===== config.mk =====
export PLATFORM = sky130hd
export DESIGN_NAME = cdb_ctrl
export DESIGN_NICKNAME = d
export VERILOG_FILES = /design/src/rtl/core/assert_macros.svh /design/src/rtl/core/cdb_pkg.sv /design/src/rtl/core/cdb_ctrl.sv
export SDC_FILE = /design/constraint.sdc
export NUM_CORES = 1
export LEC_CHECK = 0
export BUFFER_PORTS_ARGS = -buffer_cell sky130_fd_sc_hd__buf_2
export CAP_MARGIN = 40
export CORE_MARGIN = 4
export CORE_UTILIZATION = 55
export CTS_BUF_LIST = sky130_fd_sc_hd__clkbuf_4
export CTS_CLUSTER_DIAMETER = 200
export DETAILED_ROUTE_END_ITERATION = 6
export PLACE_DENSITY = 0.81
export SYNTH_ARGS = -nofsm -noshare
export SYNTH_HDL_FRONTEND = slang
export SYNTH_SLANG_ARGS = --single-unit

===== constraint.sdc =====
create_clock -name i_clk -period 5.7 [get_ports i_clk]
set_input_delay 0.855 -clock i_clk [delete_from_list [all_inputs] [get_ports i_clk]]
set_output_delay 0.855 -clock i_clk [all_outputs]
set_load 0.005 [all_outputs]

===== src/rtl/core/assert_macros.svh =====
// assertion macros shared by the rtl files that check themselves
`ifndef ASSERT_MACROS_SVH
`define ASSERT_MACROS_SVH

// same-cycle implication, sampled on i_clk, off during reset
`define CDB_ASSERT_NOW(label, ante, cons) \
    label: assert property (@(posedge i_clk) disable iff (!i_rst_n) (ante) |-> (cons)) \
        else $error("cdb assertion failed");

// next-cycle implication, sampled on i_clk, off during reset
`define CDB_ASSERT_NEXT(label, ante, cons) \
    label: assert property (@(posedge i_clk) disable iff (!i_rst_n) (ante) |=> (cons)) \
        else $error("cdb assertion failed");

`endif


===== src/rtl/core/cdb_pkg.sv =====
// types and codes shared by the circular deque buffer
package cdb_pkg;

    localparam int DEPTH  = 256;
    localparam int ADDR_W = $clog2(DEPTH);
    localparam int DATA_W = 32;
    localparam int POS_W  = 8;
    localparam int REQ_W  = 3;
    localparam int CAP_W  = 9;
    localparam int STAT_W = 2;

    typedef enum logic [REQ_W-1:0] {
        REQ_PUSH_BACK  = 3'd0,
        REQ_PUSH_FRONT = 3'd1,
        REQ_POP_FRONT  = 3'd2,
        REQ_POP_BACK   = 3'd3,
        REQ_READ       = 3'd4,
        REQ_ROTATE     = 3'd5,
        REQ_CLEAR      = 3'd6
    } t_req;

    typedef enum logic [STAT_W-1:0] {
        ST_OK    = 2'd0,
        ST_EMPTY = 2'd1,
        ST_RANGE = 2'd2
    } t_status;

    typedef struct packed {
        logic [REQ_W-1:0]  req_type;
        logic [POS_W-1:0]  position;
        logic [DATA_W-1:0] write_value;
    } t_in_word;

    typedef struct packed {
        logic [DATA_W-1:0] read_value;
        logic [STAT_W-1:0] status;
        logic [CAP_W-1:0]  entry_count;
        logic              is_empty;
        logic              is_full;
    } t_out_word;

    // outcome of one request, from the pointer control to the top level
    typedef struct packed {
        logic             rd_used;
        t_status          status;
        logic [CAP_W-1:0] count;
        logic             empty;
        logic             full;
    } t_op_result;

    // apb register index
    localparam logic REG_CAPACITY = 1'b0;

endpackage


===== src/rtl/core/cdb_ctrl.sv =====
// head, tail, count and capacity registers with the per-request update logic
module cdb_ctrl (
    input  logic                          i_clk,
    input  logic                          i_rst_n,
    input  logic                          i_go,
    input  cdb_pkg::t_in_word             i_word,
    input  logic                          i_cfg_we,
    input  logic [cdb_pkg::CAP_W-1:0]     i_cfg_data,
    output cdb_pkg::t_op_result           o_result,
    output logic [cdb_pkg::CAP_W-1:0]     o_cap,
    output logic                          o_ram_we,
    output logic [cdb_pkg::ADDR_W-1:0]    o_ram_waddr,
    output logic                          o_ram_re,
    output logic [cdb_pkg::ADDR_W-1:0]    o_ram_raddr
);

    localparam int DEPTH  = cdb_pkg::DEPTH;
    localparam int AW     = cdb_pkg::ADDR_W;
    localparam int SW     = ((AW > cdb_pkg::CAP_W) ? AW : cdb_pkg::CAP_W) + 1;
    localparam int CapRst = (DEPTH < 256) ? DEPTH : 256;

    logic [AW-1:0]             r_head, r_tail;
    logic [cdb_pkg::CAP_W-1:0] r_count, r_cap;
    logic [SW-1:0]             n_head, n_tail;
    logic [cdb_pkg::CAP_W-1:0] n_count, cap_in;
    logic [SW-1:0]             cap_x, head_x, tail_x;
    logic                      full, empty, pos_bad;
    cdb_pkg::t_status          status;
    logic                      rd_used, we, re;
    logic [SW-1:0]             waddr, raddr;

    function automatic logic [SW-1:0] f_inc(input logic [SW-1:0] p, input logic [SW-1:0] c);
        logic [SW-1:0] s;
        s = p + SW'(1);
        return (s >= c) ? '0 : s;
    endfunction

    function automatic logic [SW-1:0] f_dec(input logic [SW-1:0] p, input logic [SW-1:0] c);
        return (p == '0) ? (c - SW'(1)) : (p - SW'(1));
    endfunction

    function automatic logic [SW-1:0] f_add(input logic [SW-1:0] p,
                                            input logic [SW-1:0] k,
                                            input logic [SW-1:0] c);
        logic [SW-1:0] s;
        s = p + k;
        return (s >= c) ? (s - c) : s;
    endfunction

    assign cap_x   = SW'(r_cap);
    assign head_x  = SW'(r_head);
    assign tail_x  = SW'(r_tail);
    assign full    = (r_count >= r_cap);
    assign empty   = (r_count == '0);
    assign pos_bad = ({1'b0, i_word.position} >= r_count);

    always_comb begin
        n_head  = head_x;
        n_tail  = tail_x;
        n_count = r_count;
        status  = cdb_pkg::ST_OK;
        rd_used = 1'b0;
        we      = 1'b0;
        re      = 1'b0;
        waddr   = tail_x;
        raddr   = head_x;
        unique case (i_word.req_type)
            cdb_pkg::REQ_PUSH_BACK: begin
                if (full) begin
                    n_head = f_inc(head_x, cap_x);
                end else begin
                    n_count = r_count + 1'b1;
                end
                we     = 1'b1;
                waddr  = tail_x;
                n_tail = f_inc(tail_x, cap_x);
            end
            cdb_pkg::REQ_PUSH_FRONT: begin
                if (full) begin
                    n_tail = f_dec(tail_x, cap_x);
                end else begin
                    n_count = r_count + 1'b1;
                end
                n_head = f_dec(head_x, cap_x);
                we     = 1'b1;
                waddr  = n_head;
            end
            cdb_pkg::REQ_POP_FRONT: begin
                if (empty) begin
                    status = cdb_pkg::ST_EMPTY;
                end else begin
                    re      = 1'b1;
                    rd_used = 1'b1;
                    raddr   = head_x;
                    n_head  = f_inc(head_x, cap_x);
                    n_count = r_count - 1'b1;
                end
            end
            cdb_pkg::REQ_POP_BACK: begin
                if (empty) begin
                    status = cdb_pkg::ST_EMPTY;
                end else begin
                    n_tail  = f_dec(tail_x, cap_x);
                    re      = 1'b1;
                    rd_used = 1'b1;
                    raddr   = n_tail;
                    n_count = r_count - 1'b1;
                end
            end
            cdb_pkg::REQ_READ: begin
                if (pos_bad) begin
                    status = cdb_pkg::ST_RANGE;
                end else begin
                    re      = 1'b1;
                    rd_used = 1'b1;
                    raddr   = f_add(head_x, SW'(i_word.position), cap_x);
                end
            end
            cdb_pkg::REQ_ROTATE: begin
                if (pos_bad) begin
                    status = cdb_pkg::ST_RANGE;
                end else begin
                    n_head = f_add(head_x, SW'(i_word.position), cap_x);
                    n_tail = f_add(tail_x, SW'(i_word.position), cap_x);
                end
            end
            cdb_pkg::REQ_CLEAR: begin
                if (empty) begin
                    status = cdb_pkg::ST_EMPTY;
                end else begin
                    n_head  = '0;
                    n_tail  = '0;
                    n_count = '0;
                end
            end
            default: begin
                // unused request code: no operation
            end
        endcase
    end

    // capacity write saturates into 1..DEPTH
    always_comb begin
        cap_in = i_cfg_data;
        if (i_cfg_data == '0) begin
            cap_in = cdb_pkg::CAP_W'(1);
        end else if (32'(i_cfg_data) > 32'(DEPTH)) begin
            cap_in = cdb_pkg::CAP_W'(DEPTH);
        end
    end

    always_ff @(posedge i_clk) begin
        if (!i_rst_n) begin
            r_head  <= '0;
            r_tail  <= '0;
            r_count <= '0;
            r_cap   <= cdb_pkg::CAP_W'(CapRst);
        end else if (i_cfg_we) begin
            r_head  <= '0;
            r_tail  <= '0;
            r_count <= '0;
            r_cap   <= cap_in;
        end else if (i_go) begin
            r_head  <= AW'(n_head);
            r_tail  <= AW'(n_tail);
            r_count <= n_count;
        end
    end

    assign o_result.rd_used = rd_used;
    assign o_result.status  = status;
    assign o_result.count   = n_count;
    assign o_result.empty   = (n_count == '0);
    assign o_result.full    = (n_count == r_cap);

    assign o_cap       = r_cap;
    assign o_ram_we    = i_go & we;
    assign o_ram_waddr = AW'(waddr);
    assign o_ram_re    = i_go & re;
    assign o_ram_raddr = AW'(raddr);

endmodule

==> flow_summary.json <==
{
  "slew_headroom": 0.445,
  "fmax_mhz": 190,
  "ys_warn_count": 0,
  "grt_usage": 0.309,
  "dieHeight_um": 112,
  "async_flop_share": 0,
  "finalHoldViolCount": 0,
  "synth-seq-area-share": 0.115,
  "antenna_found_initial": 0,
  "grt_pass1_vias": 5978,
  "use_met1": 0.432,
  "via_per_inst": 6.46,
  "run_status": "finished clean",
  "cts.sinks": 34,
  "avgRoutedWirePerCell_um": 19.6,
  "setup_tns_ns": 0,
  "wl_mm": 19.6,
  "coreArea_um2": 10400,
  "ctsHoldBuffers": 0,
  "period_share": 0.925,
  "finClkSkew_ns": 0.0199,
  "syn_inst": 818,
  "met3_usage": 0.0587,
  "io_pins": 97,
  "start_util": 0.568,
  "first_pass_iters": 6,
  "die_area_um2": 12500,
  "hp-class": "flop to flop",
  "setup_viol": 0,
  "drv_cap": 0,
  "syn-mean-instance-area_um2": 7.23,
  "critical_path_arrival_ns": 4.41,
  "syn_to_final_growth_pct": 8.32,
  "clockBufferDepth": 2,
  "drtIter0Drc": 747,
  "regArea_um2": 681,
  "tightest_slew_ns": 0.833,
  "ir_drop_v": 0.000101,
  "antenna_cells": 0,
  "required_ns": 4.85,
  "synth_edf_count": 0,
  "place.gp.congestion": 1.02,
  "endpoint_kind": "primary output",
  "dp_hpwl_mm": 15.1,
  "vias": 6456,
  "startpoint_type": "flop",
  "post_cts_buffers": 0,
  "insertion_delay_ns": 0.37,
  "reg2reg_slack_ns": 1.59,
  "layout-drive-gt1-share": 0.131,
  "cts_buffers": 5,
  "grt_overflow_total": 0,
  "syn_nets": 956,
  "clkTransAtPathRegs_ns": 0.15,
  "yosys_most_used_dff": "dfxtp_1",
  "fillers": 987,
  "rows": 37,
  "port_buffers": 64,
  "grt_pass1_wl_mm": 31.5,
  "drv_slew": 0,
  "ant_nets": 0,
  "die_w_um": 112,
  "powerDensity_nw_per_um2": 143,
  "drc": 0,
  "crit_path_max_fanout": 11,
  "use_met2": 0.470,
  "crit_type": "flop to primary output",
  "multiInputGateArea_um2": 4870,
  "grt_max_degree": 25,
  "top_usage_layer": "met2",
  "tritoncts": "done",
  "leakagePower_nw": 2.85,
  "rsz0062_at_grt": "false",
  "synth.distinct_cells": 80,
  "h-tree-depth": 2,
  "clockRootBuffer": "clkbuf_4",
  "setup_ws_ns": 0.430,
  "yosys_register_bits": 34,
  "nNetsFinal": 1000,
  "finalHoldWorstSlack_ns": 0.605,
  "netlist_area_um2": 5910,
  "place_ws_ns": 0.530,
  "finalCriticalPeriod_ns": 5.27,
  "cts-resized-gates": 0,
  "finalPower_uw": 918
}
==> logic make-up after synthesis <==
group | after synthesis | share of synthesized area
compound gates | 238 | 0.272
xor+xnor | 49 | 0.0726
fa+ha+maj | 82 | 0.179
buf+inv | 90 | 0.0605
flops | 34 | 0.115
mux | 29 | 0.0506
simple gates | 296 | 0.251
==> where the power goes <==
part / switching [mW] / internal (mW) / total, mW
registers: 0.0201 / 0.245 / 0.265
logic: 0.287 / 0.205 / 0.492
clock network: 0.112 / 0.0483 / 0.160
==> cell type report <==
type	instances	share of cell area
Multi-Input combinational cell	694	0.761
Clock inverter	3	0.00313
Inverter	45	0.0264
Sequential cell	34	0.106
Timing Repair Buffer	82	0.0707
Clock buffer	5	0.00586
Tap cell	136	0.0266
==> sequential cells by signal, indices dropped and copies added, names as in the netlist <==
register and count:
r_head 8, r_tail 8, o_cap 9, r_count 9
==> final timing paths <==
| kind | from | end | cells past startpoint |
|---|---|---|---|
| worst max-delay path | r_head[0]$_SDFFE_PP0P_ | o_ram_raddr[3] | 18 |
| worst min-delay path | o_cap[8]$_SDFFE_PN1P_ | o_cap[8]$_SDFFE_PN1P_ | 2 |
| worst max register to register | r_tail[0]$_SDFFE_PP0P_ | r_tail[4]$_SDFFE_PP0P_ | 15 |
| worst min register to register | o_cap[8]$_SDFFE_PN1P_ | o_cap[8]$_SDFFE_PN1P_ | 2 |
==> critical path: stages (launching register included) <==
cell	delay, ns
dfxtp_1	0.62
ha_1	0.25
inv_1	0.06
fa_1	0.39
nor2b_1	0.14
o21ai_0	0.11
a21boi_0	0.23
nor2_1	0.10
ha_1	0.33
nand3_1	0.12
a31o_2	0.23
a21oi_1	0.15
a211oi_1	0.06
o21ai_1	0.19
buf_4	0.19
mux2_2	0.36
nor2b_1	0.13
a221o_1	0.26
buf_2	0.13
==> cell usage after synthesis, types with 4 or more instances <==
master | number | area (um^2)
a211oi_1 | 8 | 60.1
a21boi_0 | 4 | 30.0
a21o_1 | 17 | 128
a21oi_1 | 42 | 210
a22oi_1 | 9 | 67.6
a31oi_1 | 10 | 62.6
a41oi_1 | 4 | 35.0
and2_1 | 16 | 100
and3_1 | 6 | 37.5
buf_2 | 7 | 35.0
clkbuf_1 | 35 | 131
dfxtp_1 | 34 | 681
fa_1 | 4 | 80.1
ha_1 | 78 | 976
inv_1 | 43 | 161
mux2_2 | 7 | 78.8
mux2i_1 | 22 | 220
nand2_1 | 75 | 282
nand2b_1 | 14 | 87.6
nand3_1 | 29 | 145
nand4_1 | 12 | 75.1
nor2_1 | 71 | 267
nor2b_1 | 15 | 93.8
nor3_1 | 20 | 100
nor3b_1 | 4 | 30.0
nor4_1 | 8 | 50.1
o211ai_1 | 7 | 52.6
o21a_1 | 11 | 82.6
o21ai_0 | 60 | 300
o221ai_1 | 5 | 43.8
o22ai_1 | 6 | 37.5
o311ai_0 | 4 | 35.0
o31ai_1 | 4 | 30.0
o41ai_1 | 4 | 35.0
or3_1 | 5 | 31.3
or4_1 | 4 | 30.0
xnor2_1 | 39 | 342
xor2_1 | 10 | 87.6
==> through the flow <==
step,util,instances,cell area [um^2]
6_report,0.615,999,6400
3_5_place_dp,0.609,991,6350
2_1_floorplan,-,818,5910
4_1_cts,0.615,999,6400
3_3_place_gp,0.608,989,6330
5_1_grt,0.615,999,6400
==> cell usage in the layout, fill, tap and decap left out, types with 4 or more instances in the layout <==
cell,count
o221ai_1,5
or4_1,4
nor3b_1,4
a22oi_1,9
o22ai_1,6
xnor2_1,39
a41oi_1,4
nand2_1,75
nand2b_1,14
ha_1,78
and3_1,6
nor3_1,20
o21a_1,11
a21boi_0,4
nand3_1,29
buf_2,65
o211ai_1,7
inv_1,43
nor2b_1,15
a21oi_1,42
clkbuf_4,5
mux2i_1,22
a211oi_1,8
mux2_2,7
o311ai_0,4
fa_1,4
nand4_1,12
nor2_1,71
a31oi_1,10
o41ai_1,4
o31ai_1,4
and2_1,16
dfxtp_1,34
buf_4,17
or3_1,5
a21o_1,17
nor4_1,8
o21ai_0,60
xor2_1,10
==> metal layers <==
layer / share of wire / up-vias
met1: 0.42 / 2939
li1: - / 3099
met4: 0.043 / 0
met2: 0.43 / 347
met3: 0.11 / 71
met5: 0 / -
(Power assumes the default switching activity.)
